### src/hdl/psm_pkg.sv
// ----------------------------------------------------------------------------
// psm_pkg
// Shared widths, register indexes and controller/datapath handshake types
// for the selection sampling marker.
// ----------------------------------------------------------------------------
package psm_pkg;

  localparam int COIN_W     = 32;
  localparam int CNT_W      = 32;
  localparam int SIDX_W     = 6;
  localparam int SMP_TOT_W  = 7;
  localparam int CFG_IDX_W  = 2;
  localparam int CFG_DATA_W = 32;

  localparam logic [CFG_IDX_W-1:0] REG_RECORD_TOTAL = 2'd0;
  localparam logic [CFG_IDX_W-1:0] REG_PICK_TOTAL   = 2'd1;
  localparam logic [CFG_IDX_W-1:0] REG_SAMPLE_TOTAL = 2'd2;

  typedef struct packed {
    logic load;
    logic init;
    logic step;
    logic finish;
  } cmd_t;

  typedef struct packed {
    logic mul_last;
  } sts_t;

endpackage

### src/hdl/psm_if.sv
// ----------------------------------------------------------------------------
// psm_if
// Valid/ready channels for the coin input and the decision output.
// ----------------------------------------------------------------------------
interface psm_in_if;
  logic                        valid;
  logic                        ready;
  logic [psm_pkg::COIN_W-1:0]  coin_value;

  modport source (output valid, output coin_value, input ready);
  modport sink   (input valid, input coin_value, output ready);
endinterface

interface psm_out_if;
  logic                        valid;
  logic                        ready;
  logic                        mark_bit;
  logic [psm_pkg::CNT_W-1:0]   record_index;
  logic [psm_pkg::SIDX_W-1:0]  sample_index;
  logic                        end_of_record;
  logic                        end_of_pass;

  modport source (output valid, output mark_bit, output record_index, output sample_index,
                  output end_of_record, output end_of_pass, input ready);
  modport sink   (input valid, input mark_bit, input record_index, input sample_index,
                  input end_of_record, input end_of_pass, output ready);
endinterface

### src/hdl/psm_ram.sv
// ----------------------------------------------------------------------------
// psm_ram
// Generic single write port, single read port RAM with registered read.
// ----------------------------------------------------------------------------
module psm_ram #(
  parameter int WIDTH = 32,
  parameter int DEPTH = 64
) (
  input  logic                                  clk,
  input  logic                                  we,
  input  logic [(DEPTH > 1 ? $clog2(DEPTH) : 1)-1:0] waddr,
  input  logic [WIDTH-1:0]                      wdata,
  input  logic                                  re,
  input  logic [(DEPTH > 1 ? $clog2(DEPTH) : 1)-1:0] raddr,
  output logic [WIDTH-1:0]                      rdata
);

  logic [WIDTH-1:0] mem [DEPTH];
  logic [WIDTH-1:0] rdata_r;

  always_ff @(posedge clk) begin
    if (we) begin
      mem[waddr] <= wdata;
    end
    if (re) begin
      rdata_r <= mem[raddr];
    end
  end

  assign rdata = rdata_r;

endmodule

### src/hdl/psm_ctrl.sv
// ----------------------------------------------------------------------------
// psm_ctrl
// Sequencer: accept a coin, load operands, run the shift-add multiplier,
// then retire the decision into the output register.
// ----------------------------------------------------------------------------
module psm_ctrl (
  input  logic          clk,
  input  logic          rst_n,
  input  logic          in_valid,
  output logic          in_ready,
  output logic          out_valid,
  input  logic          out_ready,
  input  psm_pkg::sts_t sts,
  output psm_pkg::cmd_t cmd
);

  localparam logic [1:0] ST_IDLE = 2'd0;
  localparam logic [1:0] ST_INIT = 2'd1;
  localparam logic [1:0] ST_MUL  = 2'd2;
  localparam logic [1:0] ST_DONE = 2'd3;

  logic [1:0] state_r;
  logic [1:0] state_nxt;
  logic       out_valid_r;
  logic       out_valid_nxt;
  logic       slot_free;

  assign slot_free = !out_valid_r || out_ready;
  assign in_ready  = (state_r == ST_IDLE);
  assign out_valid = out_valid_r;

  always_comb begin
    state_nxt  = state_r;
    cmd        = '0;
    case (state_r)
      ST_IDLE: begin
        if (in_valid) begin
          cmd.load  = 1'b1;
          state_nxt = ST_INIT;
        end
      end
      ST_INIT: begin
        cmd.init  = 1'b1;
        state_nxt = ST_MUL;
      end
      ST_MUL: begin
        cmd.step = 1'b1;
        if (sts.mul_last) begin
          state_nxt = ST_DONE;
        end
      end
      ST_DONE: begin
        if (slot_free) begin
          cmd.finish = 1'b1;
          state_nxt  = ST_IDLE;
        end
      end
      default: begin
        state_nxt = ST_IDLE;
      end
    endcase
  end

  always_comb begin
    out_valid_nxt = out_valid_r;
    if (cmd.finish) begin
      out_valid_nxt = 1'b1;
    end else if (out_ready) begin
      out_valid_nxt = 1'b0;
    end
  end

  always_ff @(posedge clk) begin
    if (!rst_n) begin
      state_r     <= ST_IDLE;
      out_valid_r <= 1'b0;
    end else begin
      state_r     <= state_nxt;
      out_valid_r <= out_valid_nxt;
    end
  end

`ifndef NO_ASSERTIONS
  a_accept_init: assert property (@(posedge clk) disable iff (!rst_n)
    in_valid && in_ready |=> state_r == ST_INIT)
    else $error("accepted coin did not move to operand load");

  a_mul_done: assert property (@(posedge clk) disable iff (!rst_n)
    state_r == ST_MUL && sts.mul_last |=> state_r == ST_DONE)
    else $error("multiplier end not followed by retire");

  a_finish_valid: assert property (@(posedge clk) disable iff (!rst_n)
    cmd.finish |=> out_valid_r)
    else $error("retired decision not presented");

  a_one_cmd: assert property (@(posedge clk) disable iff (!rst_n)
    $onehot0({cmd.load, cmd.init, cmd.step, cmd.finish}))
    else $error("more than one datapath command");
`endif

endmodule

### src/hdl/psm_dpath.sv
// ----------------------------------------------------------------------------
// psm_dpath
// Configuration, position counters, picks-left memory, shift-add
// multiplier and the output register.
// ----------------------------------------------------------------------------
module psm_dpath #(
  parameter int MAX_SAMPLES = 64,
  parameter int COIN_BITS   = 32
) (
  input  logic                              clk,
  input  logic                              rst_n,
  input  logic                              cfg_we,
  input  logic [psm_pkg::CFG_IDX_W-1:0]     cfg_index,
  input  logic [psm_pkg::CFG_DATA_W-1:0]    cfg_data,
  input  logic [psm_pkg::COIN_W-1:0]        in_coin,
  input  psm_pkg::cmd_t                     cmd,
  output psm_pkg::sts_t                     sts,
  output logic                              mark_bit,
  output logic [psm_pkg::CNT_W-1:0]         record_index,
  output logic [psm_pkg::SIDX_W-1:0]        sample_index,
  output logic                              end_of_record,
  output logic                              end_of_pass
);

  localparam int SW = (MAX_SAMPLES > 1) ? $clog2(MAX_SAMPLES) : 1;
  localparam int KW = $clog2(MAX_SAMPLES + 1);
  localparam int NW = psm_pkg::CNT_W;
  localparam int PW = COIN_BITS + NW;
  localparam int CW = $clog2(COIN_BITS);

  logic [NW-1:0]                  rec_tot_r;
  logic [NW-1:0]                  pick_tot_r;
  logic [psm_pkg::SMP_TOT_W-1:0]  smp_tot_r;

  logic [NW-1:0]        rec_r;
  logic [NW-1:0]        rec_nxt;
  logic [SW-1:0]        smp_r;
  logic [SW-1:0]        smp_nxt;

  logic [COIN_BITS-1:0] cbits_r;
  logic [NW-1:0]        left_r;
  logic [PW-1:0]        acc_r;
  logic [PW-1:0]        msh_r;
  logic [CW-1:0]        bcnt_r;

  logic                 mark_r;
  logic [NW-1:0]        orec_r;
  logic [psm_pkg::SIDX_W-1:0] osmp_r;
  logic                 eor_r;
  logic                 eop_r;

  logic [NW-1:0]        n_eff;
  logic [NW-1:0]        m_eff;
  logic [KW-1:0]        k_eff;
  logic [NW-1:0]        remaining;
  logic [NW-1:0]        ram_rdata;
  logic [NW-1:0]        left_dec;
  logic                 mark;
  logic                 last_smp;
  logic                 last_rec;
  logic                 cfg_hit;

  // effective register values
  always_comb begin
    n_eff = (rec_tot_r == '0) ? NW'(1) : rec_tot_r;
    m_eff = (pick_tot_r > n_eff) ? n_eff : pick_tot_r;
    if (smp_tot_r == '0) begin
      k_eff = KW'(1);
    end else if (32'(smp_tot_r) > 32'(MAX_SAMPLES)) begin
      k_eff = KW'(MAX_SAMPLES);
    end else begin
      k_eff = KW'(smp_tot_r);
    end
  end

  assign remaining = n_eff - rec_r;
  assign last_smp  = (KW'(smp_r) + KW'(1)) == k_eff;
  assign last_rec  = (rec_r + NW'(1)) == n_eff;
  assign mark      = acc_r <= {left_r, {COIN_BITS{1'b0}}};
  assign left_dec  = left_r - NW'(mark);
  assign sts.mul_last = (bcnt_r == CW'(COIN_BITS - 1));

  always_comb begin
    rec_nxt = rec_r;
    smp_nxt = smp_r;
    if (last_smp) begin
      smp_nxt = '0;
      rec_nxt = last_rec ? '0 : rec_r + NW'(1);
    end else begin
      smp_nxt = smp_r + SW'(1);
    end
  end

  always_comb begin
    cfg_hit = 1'b0;
    if (cfg_we) begin
      case (cfg_index)
        psm_pkg::REG_RECORD_TOTAL: cfg_hit = 1'b1;
        psm_pkg::REG_PICK_TOTAL:   cfg_hit = 1'b1;
        psm_pkg::REG_SAMPLE_TOTAL: cfg_hit = 1'b1;
        default:                   cfg_hit = 1'b0;
      endcase
    end
  end

  // config registers and position
  always_ff @(posedge clk) begin
    if (!rst_n) begin
      rec_tot_r  <= NW'(1);
      pick_tot_r <= NW'(1);
      smp_tot_r  <= psm_pkg::SMP_TOT_W'(1);
      rec_r      <= '0;
      smp_r      <= '0;
    end else begin
      if (cfg_we) begin
        case (cfg_index)
          psm_pkg::REG_RECORD_TOTAL: rec_tot_r  <= cfg_data[NW-1:0];
          psm_pkg::REG_PICK_TOTAL:   pick_tot_r <= cfg_data[NW-1:0];
          psm_pkg::REG_SAMPLE_TOTAL: smp_tot_r  <= cfg_data[psm_pkg::SMP_TOT_W-1:0];
          default: ;
        endcase
      end
      if (cfg_hit) begin
        rec_r <= '0;
        smp_r <= '0;
      end else if (cmd.finish) begin
        rec_r <= rec_nxt;
        smp_r <= smp_nxt;
      end
    end
  end

  // picks left per sample; record 0 always takes the reload value
  psm_ram #(
    .WIDTH (NW),
    .DEPTH (MAX_SAMPLES)
  ) u_left_ram (
    .clk   (clk),
    .we    (cmd.finish),
    .waddr (smp_r),
    .wdata (left_dec),
    .re    (cmd.load),
    .raddr (smp_r),
    .rdata (ram_rdata)
  );

  // shift-add multiplier: acc = remaining * (coin + 1)
  always_ff @(posedge clk) begin
    if (cmd.load) begin
      cbits_r <= in_coin[COIN_BITS-1:0];
    end
    if (cmd.init) begin
      left_r <= (rec_r == '0) ? m_eff : ram_rdata;
      acc_r  <= PW'(remaining);
      msh_r  <= PW'(remaining);
      bcnt_r <= '0;
    end else if (cmd.step) begin
      if (cbits_r[0]) begin
        acc_r <= acc_r + msh_r;
      end
      msh_r   <= {msh_r[PW-2:0], 1'b0};
      cbits_r <= {1'b0, cbits_r[COIN_BITS-1:1]};
      bcnt_r  <= bcnt_r + CW'(1);
    end
  end

  always_ff @(posedge clk) begin
    if (cmd.finish) begin
      mark_r <= mark;
      orec_r <= rec_r;
      osmp_r <= psm_pkg::SIDX_W'(smp_r);
      eor_r  <= last_smp;
      eop_r  <= last_smp && last_rec;
    end
  end

  assign mark_bit      = mark_r;
  assign record_index  = orec_r;
  assign sample_index  = osmp_r;
  assign end_of_record = eor_r;
  assign end_of_pass   = eop_r;

endmodule

### src/hdl/parallel_selection_sampling_marker_unit.sv
// ----------------------------------------------------------------------------
// parallel_selection_sampling_marker_unit
// Selection sampling marker: one mark decision per random coin, for
// several independent samples drawn side by side.
// ----------------------------------------------------------------------------
// Each coin runs through these steps in order: accept the beat and read the
// sample's picks-left word from memory, load the operands, run the shift-add
// multiplier over the coin bits to form (coin + 1) * remaining, then compare
// against picks_left * 2^bits, write the count back and load the output
// register. The output register holds a decision until it is taken, while
// the next coin is already accepted. No clearing pass is needed after reset
// or a register write: the first record of a pass takes the reloaded count.
module parallel_selection_sampling_marker_unit #(
  parameter int MAX_SAMPLES = 64,
  parameter int COIN_BITS   = 32
) (
  input  logic                            clk,
  input  logic                            rst_n,
  psm_in_if.sink                          in_ch,
  psm_out_if.source                       out_ch,
  input  logic                            cfg_we,
  input  logic [psm_pkg::CFG_IDX_W-1:0]   cfg_index,
  input  logic [psm_pkg::CFG_DATA_W-1:0]  cfg_data
);

  psm_pkg::cmd_t cmd;
  psm_pkg::sts_t sts;

  psm_ctrl u_ctrl (
    .clk       (clk),
    .rst_n     (rst_n),
    .in_valid  (in_ch.valid),
    .in_ready  (in_ch.ready),
    .out_valid (out_ch.valid),
    .out_ready (out_ch.ready),
    .sts       (sts),
    .cmd       (cmd)
  );

  psm_dpath #(
    .MAX_SAMPLES (MAX_SAMPLES),
    .COIN_BITS   (COIN_BITS)
  ) u_dpath (
    .clk           (clk),
    .rst_n         (rst_n),
    .cfg_we        (cfg_we),
    .cfg_index     (cfg_index),
    .cfg_data      (cfg_data),
    .in_coin       (in_ch.coin_value),
    .cmd           (cmd),
    .sts           (sts),
    .mark_bit      (out_ch.mark_bit),
    .record_index  (out_ch.record_index),
    .sample_index  (out_ch.sample_index),
    .end_of_record (out_ch.end_of_record),
    .end_of_pass   (out_ch.end_of_pass)
  );

endmodule
### src/flat_wrapper.sv
// flat-port wrapper written by rule: the top's interface ports become plain ports
module parallel_selection_sampling_marker_unit_flat 
#(
  parameter int MAX_SAMPLES = 64,
  parameter int COIN_BITS   = 32
)
  (clk, rst_n, cfg_we, cfg_index, cfg_data, in_ch_valid, in_ch_coin_value, in_ch_ready, out_ch_valid, out_ch_mark_bit, out_ch_record_index, out_ch_sample_index, out_ch_end_of_record, out_ch_end_of_pass, out_ch_ready);
  psm_in_if in_ch_i ();
  psm_out_if out_ch_i ();
  input  logic clk;
  input  logic rst_n;
  input  logic cfg_we;
  input  logic [psm_pkg::CFG_IDX_W-1:0] cfg_index;
  input  logic [psm_pkg::CFG_DATA_W-1:0] cfg_data;
  input wire logic [$bits(in_ch_i.valid)-1:0] in_ch_valid;
  input wire logic [$bits(in_ch_i.coin_value)-1:0] in_ch_coin_value;
  output wire logic [$bits(in_ch_i.ready)-1:0] in_ch_ready;
  output wire logic [$bits(out_ch_i.valid)-1:0] out_ch_valid;
  output wire logic [$bits(out_ch_i.mark_bit)-1:0] out_ch_mark_bit;
  output wire logic [$bits(out_ch_i.record_index)-1:0] out_ch_record_index;
  output wire logic [$bits(out_ch_i.sample_index)-1:0] out_ch_sample_index;
  output wire logic [$bits(out_ch_i.end_of_record)-1:0] out_ch_end_of_record;
  output wire logic [$bits(out_ch_i.end_of_pass)-1:0] out_ch_end_of_pass;
  input wire logic [$bits(out_ch_i.ready)-1:0] out_ch_ready;
  assign in_ch_i.valid = in_ch_valid;
  assign in_ch_i.coin_value = in_ch_coin_value;
  assign in_ch_ready = in_ch_i.ready;
  assign out_ch_valid = out_ch_i.valid;
  assign out_ch_mark_bit = out_ch_i.mark_bit;
  assign out_ch_record_index = out_ch_i.record_index;
  assign out_ch_sample_index = out_ch_i.sample_index;
  assign out_ch_end_of_record = out_ch_i.end_of_record;
  assign out_ch_end_of_pass = out_ch_i.end_of_pass;
  assign out_ch_i.ready = out_ch_ready;
  parallel_selection_sampling_marker_unit #(.MAX_SAMPLES(MAX_SAMPLES), .COIN_BITS(COIN_BITS)) u_core (.clk(clk), .rst_n(rst_n), .in_ch(in_ch_i), .out_ch(out_ch_i), .cfg_we(cfg_we), .cfg_index(cfg_index), .cfg_data(cfg_data));
endmodule
### config.mk
export PLATFORM = sky130hd
export DESIGN_NAME = parallel_selection_sampling_marker_unit_flat
export DESIGN_NICKNAME = d
export VERILOG_FILES = /design/src/hdl/psm_pkg.sv /design/src/hdl/psm_if.sv /design/src/hdl/psm_ram.sv /design/src/hdl/psm_ctrl.sv /design/src/hdl/psm_dpath.sv /design/src/hdl/parallel_selection_sampling_marker_unit.sv /design/src/flat_wrapper.sv
export SDC_FILE = /design/constraint.sdc
export NUM_CORES = 2
export LEC_CHECK = 0
export ABC_AREA = 0
export BUFFER_PORTS_ARGS = -buffer_cell sky130_fd_sc_hd__buf_2
export CORE_ASPECT_RATIO = 0.75
export CORE_MARGIN = 2
export CORE_UTILIZATION = 41
export CTS_CLUSTER_SIZE = 14
export DETAILED_ROUTE_END_ITERATION = 6
export GPL_ROUTABILITY_DRIVEN = 0
export SETUP_SLACK_MARGIN = 0.05
export SYNTH_ARGS = -nofsm -noshare
export SYNTH_HDL_FRONTEND = slang
export SYNTH_SLANG_ARGS = --single-unit
### constraint.sdc
create_clock -name clk -period 7.2 [get_ports clk]
set_input_delay 1.08 -clock clk [delete_from_list [all_inputs] [get_ports clk]]
set_output_delay 1.08 -clock clk [all_outputs]
set_load 0.01 [all_outputs]
==> impl_metrics.env <==
export IMPL_io_buffers=113
export IMPL_synth_top_area_share_pct=68.57
export IMPL_initial_core_util_pct=41.30
export IMPL_synth_edff_count=2217
export IMPL_status="finished, final reports clean"
export IMPL_cts_resized=0
export IMPL_clk_latency_ps=890
export IMPL_synth_yosys_seq_area_share_pct=72.96
export IMPL_synth_flop_cell="edfxtp_1"
export IMPL_clkTransAtPathRegs_ps=60
export IMPL_final_area_sq_mm=0.1097
export IMPL_fp_dieW_microns=565.9
export IMPL_wl_per_cell_microns=31.18
export IMPL_drc=0
export IMPL_cts_root_buffer="clkbuf_16"
export IMPL_switching_share_pct=27.29
export IMPL_hpwl_mm=187.0
export IMPL_rr_worst_depth=24
export IMPL_synth_seq_cells=2430
export IMPL_drive_above_1_share_pct=11.61
export IMPL_via_per_inst=6.274
export IMPL_grt_max_degree=96
export IMPL_placeableCoreArea_sq_mm=0.2351
export IMPL_area_growth_pct=12.95
export IMPL_final_cells=9946
export IMPL_ant_nets=0
export IMPL_ys_warn_count=0
export IMPL_slew_limit_headroom_pct=6.582
export IMPL_overflow=0
export IMPL_hold_path_class="in -> reg"
export IMPL_timing_hold_ws_ps=449.7
export IMPL_postCtsSetupRepairBufs=0
export IMPL_dr_pass1_iters=6
export IMPL_nNetsFinal=6892
export IMPL_holdPathEnd="u_core.u_dpath.cbits_r[31]$_DFF_P_"
export IMPL_rrSetupSlack_ps=1220
export IMPL_holdPathStages=3
export IMPL_place_area_sq_mm=0.1026
export IMPL_end_kind="flop"
export IMPL_required_ps=7770
export IMPL_final_util_pct=46.65
export IMPL_rsz0062_at_grt="false"
export IMPL_rows=154
export IMPL_grt_use_total_pct=25.07
export IMPL_maxCapViolCount=0
export IMPL_seq_power_share_pct=50.4
export IMPL_grt_pass1_vias=57400
export IMPL_drt_iter0_drc=9678
export IMPL_cts_hold_buf=0
export IMPL_num_vias=62400
export IMPL_fill_cells=20150
export IMPL_power_mw=34.53
export IMPL_cts_tree="built"
export IMPL_critPathArrivalTime_ps=6550
export IMPL_htreeDepth=4
export IMPL_synthTopCellsByArea="edfxtp_1 (69%), a22oi_1 (5.1%), dfxtp_1 (4.4%), ha_1 (2.2%), a221oi_1 (1.7%)"
export IMPL_switchingPower_mw=9.424
export IMPL_dp_cells=9542
export IMPL_critPathLaunchType="flop"
export IMPL_setup_slack_ps=1221
export IMPL_finalCritPeriodShare_pct=83.04
export IMPL_die_h_microns=425.4
export IMPL_clock_path_buffers=4
export IMPL_pre_cts_ws_ps=1316
export IMPL_numCtsBuffers=225
export IMPL_p_leak_nw=35.65
export IMPL_setup_violations=0
export IMPL_p_int_mw=25.11
export IMPL_tightest_slew_ps=1394
export IMPL_routed_wl_mm=310.1
export IMPL_ir_worst_vdd_uv=253.7
export IMPL_layout_commonest_cell="edfxtp_1"
export IMPL_r2r_start="u_core.u_dpath.left_r[17]$_DFFE_PP_"
export IMPL_r2r_end="u_core.u_dpath.u_left_ram.mem[47][28]$_DFFE_PP_"
export IMPL_power_share_clock_pct=34.0
export IMPL_powerDensity_mw_per_mm2=314.9
export IMPL_clock_sinks=2430
export IMPL_crit_path_max_fanout=64
export IMPL_syn_avg_cell_area_sq_um=14.89
export IMPL_worstHoldStart="in_ch_coin_value[31]"
export IMPL_syn_nets=6761
export IMPL_yosysUniqueCellTypes=91
export IMPL_io_pin_count=114
export IMPL_synthesis_area_sq_mm=0.09709
export IMPL_grt_pass1_wl_mm=437.5
export IMPL_syn_inst=6519
export IMPL_finClkSkew_ps=69.45
export IMPL_critical_path_class="reg -> reg"
export IMPL_period_needed_ps=5979
export IMPL_hold_violations=0
export IMPL_fin_tns_setup_ps=0
export IMPL_async_reset_ff_share_pct=0
export IMPL_fmax_mhz=167.3
export IMPL_slew_violations=0
export IMPL_power_frac_comb_pct=15.6
export IMPL_dieArea_sq_mm=0.2408
export IMPL_final_cell_mix="edfxtp_1 (2217), a22oi_1 (666), nand2_1 (384)"
export IMPL_antenna_found_initial=24
export IMPL_yosys_area_top_type="edfxtp_1"
## final cells by class
cell class	count	area, sq um	area share (%)
antenna	7	17.52	0.01597
timing repair buffer	327	2420	2.207
multi-input combinational	3501	24860	22.66
tap	3120	3904	3.560
clock inverter	95	858.3	0.7827
inverter	165	619.3	0.5648
clock buffer	301	6153	5.611
sequential	2430	70840	64.59
## sequential cells by signal (all words and copies together), names as in the netlist, 7 cells and up
signal,cells
u_core.u_dpath.u_left_ram.mem,2048
u_core.u_dpath.pick_tot_r,32
u_core.u_dpath.smp_tot_r,7
u_core.u_dpath.record_index,32
u_core.u_dpath.rec_tot_r,32
u_core.u_dpath.acc_r,64
u_core.u_dpath.cbits_r,32
u_core.u_dpath.left_r,32
u_core.u_dpath.rec_r,32
u_core.u_dpath.msh_r,64
u_core.u_dpath.u_left_ram.rdata,32
## cells in the mapped netlist (all sizes together), types with 5 or more instances
cell type and instances:
nor4 61, mux2i 110, xor2 55, nand2b 23, clkbuf 331, a21oi 242
or3 15, o21ai 255, o21a 21, a22oi 666, and4 8, nand3b 10
inv 164, o221ai 5, o211ai 16, o41ai 6, a2111oi 5, o21bai 16
xnor2 110, a211oi 7, nand4 150, buf 92, nor3b 7, nor3 42
nor2 213, nand3 76, and3b 5, a221oi 185, nor2b 30, nand2 387
and3 23, dfxtp 213, ha 169, o2111ai 5, a31oi 186, and2 14
a21boi 67, a21o 67, edfxtp 2217, a22o 184, o31ai 12
## metal layers
metal	global-route usage (%)	vias to the layer above	wire length (microns)
li1	-	26270	-
met1	38.17	31910	133500
met2	35.17	3739	129200
met3	6.634	470	38560
met4	6.590	8	8817
met5	0	-	43
## critical path, cell delays in order (launching register included)
cell	delay (ps)
edfxtp_1	400
inv_1	140
ha_1	260
a21o_1	180
a21o_1	170
a21oi_1	170
nor2b_1	60
o21ai_0	160
nand2b_1	80
a21oi_1	160
nor2b_1	60
o21ai_0	140
o211ai_1	210
o32ai_1	220
ha_1	260
ha_1	320
and3_1	270
nand2_1	120
nor3_1	440
nand2_1	280
or3_1	420
or2_2	310
nor2_1	170
xnor2_2	130
buf_4	510
## kinds of logic after synthesis
group                      synth area share [%]
AOI/OAI and AO/OA                         14.37
DFF                                       72.96
adders and majority gates                 2.229
xor gates and xnor gates                  1.496
and+or+nand+nor                           5.438
buffers and inverters                     2.347
muxes                                     1.157
## worst max path at each step
stage / start / endpoint / slack [ps] / depth (start not counted)
6_report: u_core.u_dpath.left_r[17]$_DFFE_PP_ / u_core.u_dpath.u_left_ram.mem[47][28]$_DFFE_PP_ / 1220 / 24
5_1_grt: u_core.u_dpath.left_r[2]$_DFFE_PP_ / u_core.u_dpath.u_left_ram.mem[45][28]$_DFFE_PP_ / 810 / 23
4_1_cts: u_core.u_dpath.left_r[17]$_DFFE_PP_ / u_core.u_dpath.u_left_ram.mem[47][28]$_DFFE_PP_ / 1280 / 24
3_5_place_dp: u_core.u_dpath.left_r[17]$_DFFE_PP_ / u_core.u_dpath.u_left_ram.mem[47][28]$_DFFE_PP_ / 1320 / 24
3_3_place_gp: u_core.u_dpath.left_r[17]$_DFFE_PP_ / u_core.u_dpath.u_left_ram.mem[44][28]$_DFFE_PP_ / 1160 / 24
2_1_floorplan: u_core.u_dpath.left_r[1]$_DFFE_PP_ / u_core.u_dpath.u_left_ram.mem[0][31]$_DFFE_PP_ / 940 / 22
## power groups by stage
stage          registers, mW  logic [mW]  clock network, mW
6_report                17.4        5.40               11.7
5_1_grt                 17.4        5.84               12.4
4_1_cts                 17.4        5.31               11.8
3_5_place_dp            17.7        5.29                  0
3_3_place_gp            17.7        5.19                  0
2_1_floorplan           17.7        3.29                  0
Note: power is estimated with default switching activity, not from simulation.
